--- src/design/fsmtte_pkg.sv ---
// shared types, codes and fixed constants for the free space monitor
// no dependencies; used by every other file of the block
`default_nettype none

package fsmtte_pkg;

    // fixed field widths
    localparam int BLOCK_COUNT_BITS = 48;
    localparam int ELAPSED_W        = 16;
    localparam int ACC_W            = 17;
    localparam int PERIOD_W         = 16;
    localparam int PERCENT_INT_BITS = 7;
    localparam int LIMIT_W          = 16;
    localparam int HOURS_W          = 24;
    localparam int HOUR_FRAC_BITS   = 8;
    localparam int CFG_IDX_W        = 3;
    localparam int CFG_DATA_W       = 16;

    // arithmetic constants
    localparam logic [6:0]         PERCENT_SCALE    = 7'd100;
    localparam logic [11:0]        SECONDS_PER_HOUR = 12'd3600;
    localparam logic [HOURS_W:0]   ONE_HOUR_Q8      = 25'd256;
    localparam logic [HOURS_W:0]   ONE_DAY_Q8       = 25'd6144;

    // configuration register indexes
    localparam logic [CFG_IDX_W-1:0] CFG_SAME_DEVICE      = 3'd0;
    localparam logic [CFG_IDX_W-1:0] CFG_CHECK_PERIOD     = 3'd1;
    localparam logic [CFG_IDX_W-1:0] CFG_CRITICAL_PERCENT = 3'd2;
    localparam logic [CFG_IDX_W-1:0] CFG_LOW_PERCENT      = 3'd3;
    localparam logic [CFG_IDX_W-1:0] CFG_HOURS_LIMIT      = 3'd4;
    localparam logic [CFG_IDX_W-1:0] CFG_DAYS_LIMIT_HOURS = 3'd5;

    // configuration reset values
    localparam logic [PERIOD_W-1:0]         RST_CHECK_PERIOD     = 16'd600;
    localparam logic [PERCENT_INT_BITS-1:0] RST_CRITICAL_PERCENT = 7'd5;
    localparam logic [PERCENT_INT_BITS-1:0] RST_LOW_PERCENT      = 7'd10;
    localparam logic [LIMIT_W-1:0]          RST_HOURS_LIMIT      = 16'd72;
    localparam logic [LIMIT_W-1:0]          RST_DAYS_LIMIT_HOURS = 16'd336;

    // level codes
    localparam logic [1:0] LEVEL_NORMAL   = 2'd0;
    localparam logic [1:0] LEVEL_LOW      = 2'd1;
    localparam logic [1:0] LEVEL_CRITICAL = 2'd2;
    localparam logic [1:0] LEVEL_NOT_READ = 2'd3;

    // report codes
    localparam logic [1:0] REPORT_NONE  = 2'd0;
    localparam logic [1:0] REPORT_HOURS = 2'd1;
    localparam logic [1:0] REPORT_DAYS  = 2'd2;

    typedef struct packed {
        logic [ELAPSED_W-1:0]        elapsed_seconds;
        logic                        volume_a_ok;
        logic [BLOCK_COUNT_BITS-1:0] free_blocks_a;
        logic [BLOCK_COUNT_BITS-1:0] total_blocks_a;
        logic                        volume_b_ok;
        logic [BLOCK_COUNT_BITS-1:0] free_blocks_b;
        logic [BLOCK_COUNT_BITS-1:0] total_blocks_b;
    } t_in_item;

    typedef struct packed {
        logic [1:0]         level_a;
        logic [1:0]         report_a;
        logic [HOURS_W-1:0] hours_left_a;
        logic [1:0]         level_b;
        logic [1:0]         report_b;
        logic [HOURS_W-1:0] hours_left_b;
    } t_out_item;

    typedef enum logic [3:0] {
        ST_IDLE,
        ST_VOL,
        ST_PCT_WAIT,
        ST_PCT_EVAL,
        ST_MUL,
        ST_PRED_START,
        ST_PRED_WAIT,
        ST_DECIDE,
        ST_EMIT
    } t_state;

    typedef enum logic [1:0] {
        DIV_IDLE,
        DIV_PREP,
        DIV_RUN,
        DIV_DONE
    } t_div_state;

endpackage

`default_nettype wire

--- src/design/fsmtte_div.sv ---
// radix-2 digit-serial saturating divider, one quotient bit per cycle
// depends on fsmtte_pkg for the state type
`default_nettype none

module fsmtte_div #(
    parameter int W     = 59,
    parameter int Q_W   = 24,
    parameter int CNT_W = 5
) (
    input  wire logic             i_clk,
    input  wire logic             i_rst_n,
    input  wire logic             i_start,
    input  wire logic [W-1:0]     i_num,
    input  wire logic [W-1:0]     i_den,
    input  wire logic [CNT_W-1:0] i_steps,
    output logic                  o_done,
    output logic [Q_W-1:0]        o_quot
);

    fsmtte_pkg::t_div_state r_state;
    fsmtte_pkg::t_div_state n_state;

    logic [W-1:0]     r_rem;
    logic [W-1:0]     r_den;
    logic [CNT_W-1:0] r_cnt;
    logic             r_sat;
    logic [Q_W-1:0]   r_quot;

    logic             w_load;
    logic             w_prep;
    logic             w_step;
    logic [W:0]       w_rem2;
    logic [W:0]       w_diff;
    logic             w_ge;

    // next state
    always_comb begin
        n_state = r_state;
        unique case (r_state)
            fsmtte_pkg::DIV_IDLE: begin
                if (i_start) begin
                    n_state = fsmtte_pkg::DIV_PREP;
                end
            end
            fsmtte_pkg::DIV_PREP: n_state = fsmtte_pkg::DIV_RUN;
            fsmtte_pkg::DIV_RUN: begin
                if (r_cnt == CNT_W'(1)) begin
                    n_state = fsmtte_pkg::DIV_DONE;
                end
            end
            fsmtte_pkg::DIV_DONE: n_state = fsmtte_pkg::DIV_IDLE;
            default: n_state = fsmtte_pkg::DIV_IDLE;
        endcase
    end

    // outputs and strobes
    always_comb begin
        w_load = 1'b0;
        w_prep = 1'b0;
        w_step = 1'b0;
        o_done = 1'b0;
        unique case (r_state)
            fsmtte_pkg::DIV_IDLE: w_load = i_start;
            fsmtte_pkg::DIV_PREP: w_prep = 1'b1;
            fsmtte_pkg::DIV_RUN:  w_step = 1'b1;
            fsmtte_pkg::DIV_DONE: o_done = 1'b1;
            default: ;
        endcase
    end

    // one trial subtract against the pre-shifted divisor
    assign w_rem2 = {r_rem, 1'b0};
    assign w_ge   = (w_rem2 >= {1'b0, r_den});
    assign w_diff = w_rem2 - {1'b0, r_den};
    assign o_quot = r_quot;

    always_ff @(posedge i_clk) begin
        if (!i_rst_n) begin
            r_state <= fsmtte_pkg::DIV_IDLE;
        end else begin
            r_state <= n_state;
        end
    end

    always_ff @(posedge i_clk) begin
        if (w_load) begin
            r_rem  <= i_num;
            r_den  <= i_den;
            r_cnt  <= i_steps;
            r_quot <= '0;
        end
        // quotient would not fit: every digit becomes one
        if (w_prep) begin
            r_sat <= (r_rem >= r_den);
        end
        if (w_step) begin
            r_rem  <= w_ge ? w_diff[W-1:0] : w_rem2[W-1:0];
            r_quot <= {r_quot[Q_W-2:0], r_sat | w_ge};
            r_cnt  <= r_cnt - CNT_W'(1);
        end
    end

endmodule

`default_nettype wire

--- src/design/free_space_monitor_time_to_empty.sv ---
// free space monitor top level: two volumes, level, time-to-empty, rate-limited report
// a tick that does not close a check period only updates the accumulator; a closing tick gives its
// transaction after the shared divider, producing one quotient bit per cycle, has run up to four
// divisions per check
// one tick in flight at a time; the result register frees the input side while it waits
// reset (synchronous, active low) clears accumulator, history and loads config defaults
`default_nettype none

module free_space_monitor_time_to_empty #(
    parameter int PERCENT_FRACTION_BITS = 16
) (
    input  wire logic                                   i_clk,
    input  wire logic                                   i_rst_n,
    // input channel
    input  wire logic                                   i_in_valid,
    output logic                                        o_in_stall,
    input  wire fsmtte_pkg::t_in_item                   i_in_data,
    // result channel
    output logic                                        o_out_valid,
    input  wire logic                                   i_out_stall,
    output fsmtte_pkg::t_out_item                       o_out_data,
    // configuration writes
    input  wire logic                                   i_cfg_we,
    input  wire logic [fsmtte_pkg::CFG_IDX_W-1:0]       i_cfg_index,
    input  wire logic [fsmtte_pkg::CFG_DATA_W-1:0]      i_cfg_data
);

    // percent is Q7.F
    localparam int PW        = fsmtte_pkg::PERCENT_INT_BITS + PERCENT_FRACTION_BITS;
    localparam int BC        = fsmtte_pkg::BLOCK_COUNT_BITS;
    localparam int HW        = fsmtte_pkg::HOURS_W;
    localparam int FB        = fsmtte_pkg::HOUR_FRAC_BITS;
    // free * 100
    localparam int PCT_NUM_W = BC + fsmtte_pkg::PERCENT_INT_BITS;
    // percent * period, then scaled to Q8 hours
    localparam int MUL_H_W   = PW + fsmtte_pkg::PERIOD_W;
    // drop * 3600
    localparam int DEN_H_W   = PW + 12;
    // divider operand width covers both percent and hours divisions
    localparam int DIV_W     = (PCT_NUM_W > DEN_H_W + HW) ? PCT_NUM_W : DEN_H_W + HW;
    localparam int Q_W       = (PW > HW) ? PW : HW;
    localparam int CNT_W     = $clog2(Q_W + 1);

    localparam logic VOL_A = 1'b0;
    localparam logic VOL_B = 1'b1;

    // configuration
    logic                                          r_same_device;
    logic [fsmtte_pkg::PERIOD_W-1:0]               r_check_period;
    logic [fsmtte_pkg::PERCENT_INT_BITS-1:0]       r_critical_percent;
    logic [fsmtte_pkg::PERCENT_INT_BITS-1:0]       r_low_percent;
    logic [fsmtte_pkg::LIMIT_W-1:0]                r_hours_limit;
    logic [fsmtte_pkg::LIMIT_W-1:0]                r_days_limit_hours;

    // history kept across checks
    logic [fsmtte_pkg::ACC_W-1:0]                  r_acc;
    logic [PW-1:0]                                 r_prev_a;
    logic [PW-1:0]                                 r_prev_b;
    logic [HW-1:0]                                 r_rep_a;
    logic [HW-1:0]                                 r_rep_b;

    // sequencer
    fsmtte_pkg::t_state                            r_state;
    fsmtte_pkg::t_state                            n_state;
    logic                                          r_vol;

    // working registers
    fsmtte_pkg::t_in_item                          r_in;
    logic [PW-1:0]                                 r_pct;
    logic [PW-1:0]                                 r_drop;
    logic [1:0]                                    r_level;
    logic [MUL_H_W-1:0]                            r_num_h;
    logic [DEN_H_W-1:0]                            r_den_h;
    logic [HW-1:0]                                 r_pred;
    fsmtte_pkg::t_out_item                         r_res;
    fsmtte_pkg::t_out_item                         r_out;
    logic                                          r_out_valid;

    // combinational
    logic                                          w_in_acc;
    logic [fsmtte_pkg::ACC_W-1:0]                  w_acc_sum;
    logic                                          w_check;
    logic                                          w_out_free;
    logic                                          w_last;
    logic                                          w_sel_ok;
    logic [BC-1:0]                                 w_sel_free;
    logic [BC-1:0]                                 w_sel_total;
    logic [PW-1:0]                                 w_sel_prev;
    logic [HW-1:0]                                 w_sel_rep;
    logic                                          w_vol_ok;
    logic [1:0]                                    w_level;
    logic                                          w_no_pred;
    logic [HW:0]                                   w_pred_hour;
    logic [HW:0]                                   w_pred_day;
    logic                                          w_hours_hit;
    logic                                          w_days_hit;
    logic [1:0]                                    w_report;

    logic                                          w_div_start;
    logic [DIV_W-1:0]                              w_div_num;
    logic [DIV_W-1:0]                              w_div_den;
    logic [CNT_W-1:0]                              w_div_steps;
    logic                                          w_div_done;
    logic [Q_W-1:0]                                w_div_quot;

    logic                                          w_vol_done;
    logic [1:0]                                    w_res_level;
    logic [1:0]                                    w_res_report;
    logic [HW-1:0]                                 w_res_hours;
    logic                                          w_prev_we;
    logic                                          w_rep_we;
    logic [HW-1:0]                                 w_rep_val;
    logic                                          w_pct_ld;
    logic                                          w_drop_ld;
    logic                                          w_mul_ld;
    logic                                          w_pred_ld;
    logic                                          w_emit;

    // handshakes
    assign o_in_stall  = (r_state != fsmtte_pkg::ST_IDLE);
    assign w_in_acc    = i_in_valid && !o_in_stall;
    assign o_out_valid = r_out_valid;
    assign o_out_data  = r_out;
    assign w_out_free  = !r_out_valid || !i_out_stall;

    // seconds accumulator is 17 bits, wide enough not to wrap; a check closes once it reaches the period
    assign w_acc_sum = r_acc + fsmtte_pkg::ACC_W'(i_in_data.elapsed_seconds);
    assign w_check   = (w_acc_sum >= {1'b0, r_check_period});

    // per-volume selection
    assign w_last      = (r_vol == VOL_B);
    assign w_sel_ok    = w_last ? r_in.volume_b_ok    : r_in.volume_a_ok;
    assign w_sel_free  = w_last ? r_in.free_blocks_b  : r_in.free_blocks_a;
    assign w_sel_total = w_last ? r_in.total_blocks_b : r_in.total_blocks_a;
    assign w_sel_prev  = w_last ? r_prev_b : r_prev_a;
    assign w_sel_rep   = w_last ? r_rep_b  : r_rep_a;

    // shared device: volume b is never read
    assign w_vol_ok = w_sel_ok && (w_sel_total != '0) && !(w_last && r_same_device);

    // level thresholds are whole percents
    always_comb begin
        if (r_pct < {r_critical_percent, {PERCENT_FRACTION_BITS{1'b0}}}) begin
            w_level = fsmtte_pkg::LEVEL_CRITICAL;
        end else if (r_pct < {r_low_percent, {PERCENT_FRACTION_BITS{1'b0}}}) begin
            w_level = fsmtte_pkg::LEVEL_LOW;
        end else begin
            w_level = fsmtte_pkg::LEVEL_NORMAL;
        end
    end

    // first sample or no drop: no prediction this check
    assign w_no_pred = (w_sel_prev == '0) || (w_sel_prev <= r_pct);

    // report decision, rate limited against the last reported prediction
    assign w_pred_hour = {1'b0, r_pred} + fsmtte_pkg::ONE_HOUR_Q8;
    assign w_pred_day  = {1'b0, r_pred} + fsmtte_pkg::ONE_DAY_Q8;
    assign w_hours_hit = (r_pred <= {r_hours_limit, {FB{1'b0}}}) &&
                         ((w_sel_rep == '0) || ({1'b0, w_sel_rep} > w_pred_hour));
    assign w_days_hit  = (r_pred <= {r_days_limit_hours, {FB{1'b0}}}) &&
                         ((w_sel_rep == '0) || ({1'b0, w_sel_rep} > w_pred_day));

    always_comb begin
        if (w_hours_hit) begin
            w_report = fsmtte_pkg::REPORT_HOURS;
        end else if (w_days_hit) begin
            w_report = fsmtte_pkg::REPORT_DAYS;
        end else begin
            w_report = fsmtte_pkg::REPORT_NONE;
        end
    end

    // next state
    always_comb begin
        n_state = r_state;
        unique case (r_state)
            fsmtte_pkg::ST_IDLE: begin
                if (w_in_acc && w_check) begin
                    n_state = fsmtte_pkg::ST_VOL;
                end
            end
            fsmtte_pkg::ST_VOL: begin
                if (w_vol_ok) begin
                    n_state = fsmtte_pkg::ST_PCT_WAIT;
                end else begin
                    n_state = w_last ? fsmtte_pkg::ST_EMIT : fsmtte_pkg::ST_VOL;
                end
            end
            fsmtte_pkg::ST_PCT_WAIT: begin
                if (w_div_done) begin
                    n_state = fsmtte_pkg::ST_PCT_EVAL;
                end
            end
            fsmtte_pkg::ST_PCT_EVAL: begin
                if (w_no_pred) begin
                    n_state = w_last ? fsmtte_pkg::ST_EMIT : fsmtte_pkg::ST_VOL;
                end else begin
                    n_state = fsmtte_pkg::ST_MUL;
                end
            end
            fsmtte_pkg::ST_MUL:        n_state = fsmtte_pkg::ST_PRED_START;
            fsmtte_pkg::ST_PRED_START: n_state = fsmtte_pkg::ST_PRED_WAIT;
            fsmtte_pkg::ST_PRED_WAIT: begin
                if (w_div_done) begin
                    n_state = fsmtte_pkg::ST_DECIDE;
                end
            end
            fsmtte_pkg::ST_DECIDE: begin
                n_state = w_last ? fsmtte_pkg::ST_EMIT : fsmtte_pkg::ST_VOL;
            end
            fsmtte_pkg::ST_EMIT: begin
                if (w_out_free) begin
                    n_state = fsmtte_pkg::ST_IDLE;
                end
            end
            default: n_state = fsmtte_pkg::ST_IDLE;
        endcase
    end

    // sequencer outputs
    always_comb begin
        w_div_start  = 1'b0;
        w_div_num    = '0;
        w_div_den    = '0;
        w_div_steps  = '0;
        w_vol_done   = 1'b0;
        w_res_level  = fsmtte_pkg::LEVEL_NOT_READ;
        w_res_report = fsmtte_pkg::REPORT_NONE;
        w_res_hours  = '0;
        w_prev_we    = 1'b0;
        w_rep_we     = 1'b0;
        w_rep_val    = '0;
        w_pct_ld     = 1'b0;
        w_drop_ld    = 1'b0;
        w_mul_ld     = 1'b0;
        w_pred_ld    = 1'b0;
        w_emit       = 1'b0;
        unique case (r_state)
            fsmtte_pkg::ST_VOL: begin
                if (w_vol_ok) begin
                    // percent = free*100*2^F / total, divisor pre-shifted by the 7 integer bits
                    w_div_start = 1'b1;
                    w_div_num   = DIV_W'(PCT_NUM_W'(w_sel_free) *
                                         PCT_NUM_W'(fsmtte_pkg::PERCENT_SCALE));
                    w_div_den   = DIV_W'({w_sel_total,
                                          {fsmtte_pkg::PERCENT_INT_BITS{1'b0}}});
                    w_div_steps = CNT_W'(PW);
                end else begin
                    // not read: level 3, nothing else, history kept
                    w_vol_done = 1'b1;
                end
            end
            fsmtte_pkg::ST_PCT_WAIT: w_pct_ld = w_div_done;
            fsmtte_pkg::ST_PCT_EVAL: begin
                if (w_no_pred) begin
                    w_vol_done  = 1'b1;
                    w_res_level = w_level;
                    w_prev_we   = 1'b1;
                    // a rise or an unchanged percent clears the last reported prediction
                    w_rep_we    = (w_sel_prev != '0);
                end else begin
                    w_drop_ld = 1'b1;
                end
            end
            fsmtte_pkg::ST_MUL: w_mul_ld = 1'b1;
            fsmtte_pkg::ST_PRED_START: begin
                // hours = pct*period*256 / (3600*drop), divisor pre-shifted by 24 bits
                w_div_start = 1'b1;
                w_div_num   = DIV_W'({r_num_h, {FB{1'b0}}});
                w_div_den   = DIV_W'({r_den_h, {HW{1'b0}}});
                w_div_steps = CNT_W'(HW);
            end
            fsmtte_pkg::ST_PRED_WAIT: w_pred_ld = w_div_done;
            fsmtte_pkg::ST_DECIDE: begin
                w_vol_done   = 1'b1;
                w_res_level  = r_level;
                w_res_report = w_report;
                w_res_hours  = r_pred;
                w_prev_we    = 1'b1;
                w_rep_we     = (w_report != fsmtte_pkg::REPORT_NONE);
                w_rep_val    = r_pred;
            end
            fsmtte_pkg::ST_EMIT: w_emit = w_out_free;
            default: ;
        endcase
    end

    fsmtte_div #(
        .W     (DIV_W),
        .Q_W   (Q_W),
        .CNT_W (CNT_W)
    ) u_div (
        .i_clk   (i_clk),
        .i_rst_n (i_rst_n),
        .i_start (w_div_start),
        .i_num   (w_div_num),
        .i_den   (w_div_den),
        .i_steps (w_div_steps),
        .o_done  (w_div_done),
        .o_quot  (w_div_quot)
    );

    // control state, history and configuration
    always_ff @(posedge i_clk) begin
        if (!i_rst_n) begin
            r_state            <= fsmtte_pkg::ST_IDLE;
            r_vol              <= VOL_A;
            r_acc              <= '0;
            r_prev_a           <= '0;
            r_prev_b           <= '0;
            r_rep_a            <= '0;
            r_rep_b            <= '0;
            r_out_valid        <= 1'b0;
            r_same_device      <= 1'b0;
            r_check_period     <= fsmtte_pkg::RST_CHECK_PERIOD;
            r_critical_percent <= fsmtte_pkg::RST_CRITICAL_PERCENT;
            r_low_percent      <= fsmtte_pkg::RST_LOW_PERCENT;
            r_hours_limit      <= fsmtte_pkg::RST_HOURS_LIMIT;
            r_days_limit_hours <= fsmtte_pkg::RST_DAYS_LIMIT_HOURS;
        end else begin
            r_state <= n_state;

            if (w_in_acc) begin
                r_acc <= w_check ? '0 : w_acc_sum;
                r_vol <= VOL_A;
            end else if (w_vol_done && !w_last) begin
                r_vol <= VOL_B;
            end

            if (w_prev_we) begin
                if (w_last) begin
                    r_prev_b <= r_pct;
                end else begin
                    r_prev_a <= r_pct;
                end
            end
            if (w_rep_we) begin
                if (w_last) begin
                    r_rep_b <= w_rep_val;
                end else begin
                    r_rep_a <= w_rep_val;
                end
            end

            if (w_emit) begin
                r_out_valid <= 1'b1;
            end else if (r_out_valid && !i_out_stall) begin
                r_out_valid <= 1'b0;
            end

            // indexes past the list are dropped
            if (i_cfg_we) begin
                unique case (i_cfg_index)
                    fsmtte_pkg::CFG_SAME_DEVICE:
                        r_same_device <= i_cfg_data[0];
                    fsmtte_pkg::CFG_CHECK_PERIOD:
                        r_check_period <= i_cfg_data;
                    fsmtte_pkg::CFG_CRITICAL_PERCENT:
                        r_critical_percent <= i_cfg_data[fsmtte_pkg::PERCENT_INT_BITS-1:0];
                    fsmtte_pkg::CFG_LOW_PERCENT:
                        r_low_percent <= i_cfg_data[fsmtte_pkg::PERCENT_INT_BITS-1:0];
                    fsmtte_pkg::CFG_HOURS_LIMIT:
                        r_hours_limit <= i_cfg_data;
                    fsmtte_pkg::CFG_DAYS_LIMIT_HOURS:
                        r_days_limit_hours <= i_cfg_data;
                    default: ;
                endcase
            end
        end
    end

    // payload path
    always_ff @(posedge i_clk) begin
        if (w_in_acc) begin
            r_in <= i_in_data;
        end
        if (w_pct_ld) begin
            r_pct <= w_div_quot[PW-1:0];
        end
        if (w_drop_ld) begin
            r_drop  <= w_sel_prev - r_pct;
            r_level <= w_level;
        end
        if (w_mul_ld) begin
            r_num_h <= MUL_H_W'(r_pct) * MUL_H_W'(r_check_period);
            r_den_h <= DEN_H_W'(r_drop) * DEN_H_W'(fsmtte_pkg::SECONDS_PER_HOUR);
        end
        if (w_pred_ld) begin
            r_pred <= w_div_quot[HW-1:0];
        end
        if (w_vol_done) begin
            if (w_last) begin
                r_res.level_b      <= w_res_level;
                r_res.report_b     <= w_res_report;
                r_res.hours_left_b <= w_res_hours;
            end else begin
                r_res.level_a      <= w_res_level;
                r_res.report_a     <= w_res_report;
                r_res.hours_left_a <= w_res_hours;
            end
        end
        if (w_emit) begin
            r_out <= r_res;
        end
    end

endmodule

`default_nettype wire

--- config.mk ---
export PLATFORM = sky130hd
export DESIGN_NAME = free_space_monitor_time_to_empty
export DESIGN_NICKNAME = d
export VERILOG_FILES = /design/src/design/fsmtte_pkg.sv /design/src/design/fsmtte_div.sv /design/src/design/free_space_monitor_time_to_empty.sv
export SDC_FILE = /design/constraint.sdc
export NUM_CORES = 2
export LEC_CHECK = 0
export ABC_AREA = 1
export BUFFER_PORTS_ARGS = -buffer_cell sky130_fd_sc_hd__buf_2
export CAP_MARGIN = 20
export CORE_UTILIZATION = 49
export DETAILED_ROUTE_END_ITERATION = 8
export PLACE_DENSITY = 0.75
export SKIP_LAST_GASP = 1
export SLEW_MARGIN = 5
export SYNTH_ARGS = -nofsm -noshare
export SYNTH_HDL_FRONTEND = slang
export SYNTH_HIERARCHICAL = 1
export SYNTH_SLANG_ARGS = --single-unit
export TNS_END_PERCENT = 5
--- constraint.sdc ---
create_clock -name i_clk -period 6.7 [get_ports i_clk]
set_input_delay 0.67 -clock i_clk [delete_from_list [all_inputs] [get_ports i_clk]]
set_output_delay 0.67 -clock i_clk [all_outputs]
set_load 0.005 [all_outputs]
==> impl_metrics.ini <==
[layout]
filler_cell_count = 11700
final_core_utilization_pct = 54.3
multi_input_comb_area_um2 = 34400
layout_commonest_cell = sky130_fd_sc_hd__nand2_1
final-seq-area_um2 = 21600
most-common-layout-cells = sky130_fd_sc_hd__nand2_1, sky130_fd_sc_hd__inv_1, sky130_fd_sc_hd__ha_1, sky130_fd_sc_hd__edfxtp_1, sky130_fd_sc_hd__nor2_1
final_nets = 9295
layout_overhead_on_the_synthesized_area_pct = 9.92
post_route_cells_drive_above_1_share_pct = 7.94
insertedDiodeCount = 0

[synth]
synthDominantAreaCellType = sky130_fd_sc_hd__edfxtp_1
post_synth_instance_area_um2 = 62900
synth-seq-area-share_pct = 34.2
total_of_flip_flops_plus_latches_after_synthesis = 778
ys_async_sr_fraction_pct = 0
yosys.area.top_type_share_pct = 28.4
synth_ff_type = sky130_fd_sc_hd__edfxtp_1
post_synth_inst_count = 7813
netlist-cell-type-count = 58
synth.avg_cell_area_um2 = 8.06
synthTopCellsByArea = sky130_fd_sc_hd__edfxtp_1, sky130_fd_sc_hd__nand2_1, sky130_fd_sc_hd__ha_1, sky130_fd_sc_hd__fa_1, sky130_fd_sc_hd__inv_1
number_of_synthesized_flops_with_an_enable_pin = 596
ys.warnings.count = 6

[placed_design]
place.gp.congestion = 1.04
io_buffer_count = 291
post-place-ws_ps = 490
place_hpwl_um = 142000

[detailed_routing]
drt.antenna.violating_nets = 0
dr_total_vias = 51400
drc = 0
routed_wire_length_per_instance_um = 18.1
drt_iter0_markers = 4222
drt_wl_total_um = 177000
post_drt_via_cell_ratio = 5.24
firstDrtPassIters = 7

[hold_path]
min_path_type = in -> reg
worst_hold_startpoint = i_in_data[193]
hold_path_depth = 1

[power_and_ir_drop]
power.density_nw_per_um2 = 398
static-leakage-power_uw = 0.0349
power_uw = 27500
vdd.ir_drop.worst_v = 0.000351

[grt]
number_of_global_route_vias_before_repair = 51100
global_route_wire_length_before_repair_um = 278000
grt_max_degree = 133
grt_antenna_before_repair = 5
grt_overflow = 0
globalRouteTotalUtil_pct = 27.2

[critical_path]
timing.critical_path.slowest_stage_cell = sky130_fd_sc_hd__dfxtp_1
r2r_cells = 23
critPathCaptureType = flip-flop
crit_required_ps = 7140
timing.critical_path.slowest_cell_delay_ps = 670
critical_path.max_fanout = 11
crit_path_start_kind = flip-flop
cp_data_arrival_time_ps = 6800
worstReg2RegStart = r_check_period[9]$_SDFFE_PN1P_
worstPathCellList = buf_4, nand2_1, fa_1, inv_1, fa_1, fa_1, fa_1, fa_1, inv_1, fa_1, inv_1, ha_1, a21oi_1, o21ai_0, nand2_1, o211ai_1, a21oi_1, nand2_1, nand2_1, nand2_1, nand3_1, nand2_1, xor2_1
criticalPathCategory = reg -> reg
timing.critical_path.from = r_check_period[9]$_SDFFE_PN1P_

[timing]
setup-tns-final_ps = 0
fin_worst_skew_ps = 74.3
timing.fmax_mhz = 157
timing.final.crit_share_pct = 95.0
setup_viol = 0
max-slew-margin-rel_pct = 16.5
min_period_ps = 6360
final_max_slew_violation_count = 0
timing.final.hold_violations = 0
worst_slew_pin_slew_ps = 1240
worst_hold_slack_ps = 102
unrepaired_setup_endpoints_after_global_routing = no
post-route-worst-setup-slack_ps = 336

[die]
die_area_um2 = 130000
design.core.area_um2 = 128000
floorplan.io_pins = 292
die-height_um = 360
die_x_um = 360
floorplan.initialDensity_pct = 49.4
placement_rows = 131

[cts]
cts_max_level = 3
clock_insertion_delay_worst_skew_ps = 740
clkTransAtPathRegs_ps = 60
cts_inserted_buffers = 88
cts.root.buffer_cell = sky130_fd_sc_hd__clkbuf_16
cts.path.max_buffers = 3
cts_num_sinks = 778
cts_tree = done

[flow_run]
cap_viol_max_count = 0

[status]
run_status = complete, no violations
## worst max-delay path: cells and delay by family, from the launching register on
family	cells	cell delay (ps)
AOI/OAI and AO/OA	4	720
xor gates and xnor gates	1	150
adders and majority gates	7	3510
buffers and inverters	4	440
DFF	1	670
and+or+nand+nor	7	550
## cells in the mapped netlist (all sizes together), types with 2 or more instances
master	number
ha	609
nor2	558
a21o	31
o221ai	4
nor3b	2
buf	72
o31ai	2
inv	1603
nor3	51
a21oi	447
xor2	99
or2	50
dfxtp	182
a21boi	3
and2	9
a211oi	4
o21bai	11
clkinv	2
a31oi	23
clkbuf	143
nor4	16
nand3b	13
o22ai	3
o21a	16
o211ai	19
nand3	242
xnor2	61
nand2b	2
o21ai	415
nand2	2075
fa	376
nand4	60
and3	3
a31o	3
o2111ai	2
edfxtp	596
## layout make-up
class / count / area share, %
Clock buffer: 109 / 3.37
Clock inverter: 53 / 0.890
Inverter: 1605 / 8.72
Multi-Input combinational cell: 5227 / 49.8
Sequential cell: 778 / 31.2
Tap cell: 1662 / 3.01
Timing Repair Buffer: 376 / 3.10
## flip-flops by register name (all words and copies together), names as in the netlist, 7 cells and up
| register | cells |
|---|---|
| u_div/o_quot | 24 |
| r_num_h | 39 |
| r_prev_b | 23 |
| r_rep_a | 24 |
| r_check_period | 16 |
| r_den_h | 31 |
| r_hours_limit | 16 |
| u_div/r_den | 59 |
| r_low_percent | 7 |
| r_pred | 24 |
| o_out_data | 56 |
| r_acc | 17 |
| r_pct | 23 |
| r_res | 56 |
| r_critical_percent | 7 |
| r_in | 194 |
| u_div/r_rem | 59 |
| r_prev_a | 23 |
| r_rep_b | 24 |
| r_days_limit_hours | 16 |
| r_drop | 23 |
## where the power goes
group | switching, uW | internal, uW | total, uW
sequential | 399 | 6260 | 6660
combinational | 10900 | 5060 | 15900
clock | 2140 | 2780 | 4930
## final timing paths
path                             endpoint  slack, ps
hold reg to reg   o_out_data[3]$_DFFE_PP_        410
setup / recovery    r_num_h[36]$_DFFE_PN_        340
hold / removal        r_in[193]$_DFFE_PP_        100
setup reg to reg    r_num_h[36]$_DFFE_PN_        340
## metrics by stage
step                std cells  area (um2)
floorplan                7825       63000
global placement         9641       66200
detailed placement       9642       66200
CTS                      9804       69100
global route             9810       69200
finish                   9810       69200
## layer usage
| layer | wire (um) | share of wire [%] | global-route usage, % | vias up |
|---|---|---|---|---|
| met2 | 83200 | 47 | 45.4 | 1741 |
| met1 | 74600 | 42 | 35.4 | 24200 |
| met5 | 14 | 0.0079 | 0 | - |
| met4 | 8340 | 4.7 | 12.3 | 2 |
| li1 | - | - | - | 25100 |
| met3 | 11200 | 6.3 | 3.44 | 362 |
## logic make-up after synthesis
kind of cell    count (synthesis)  share of synthesized area [%]
buf+inv                      1820                           11.3
flops                         778                           34.2
compound gates                987                           8.39
fa+ha+maj                     985                           24.1
mux                             1                         0.0159
other cells                     1                        0.00596
xor+xnor                      160                           2.23
simple gates                 3081                           19.8
## what timing repair did
item | in CTS | in global routing
setup buffers | 0 | 6
gates resized for setup | 0 | 8
hold buffers | 0 | 0
setup endpoints to repair | 0 | 1
No activity file was read; power rests on OpenSTA's default activity.
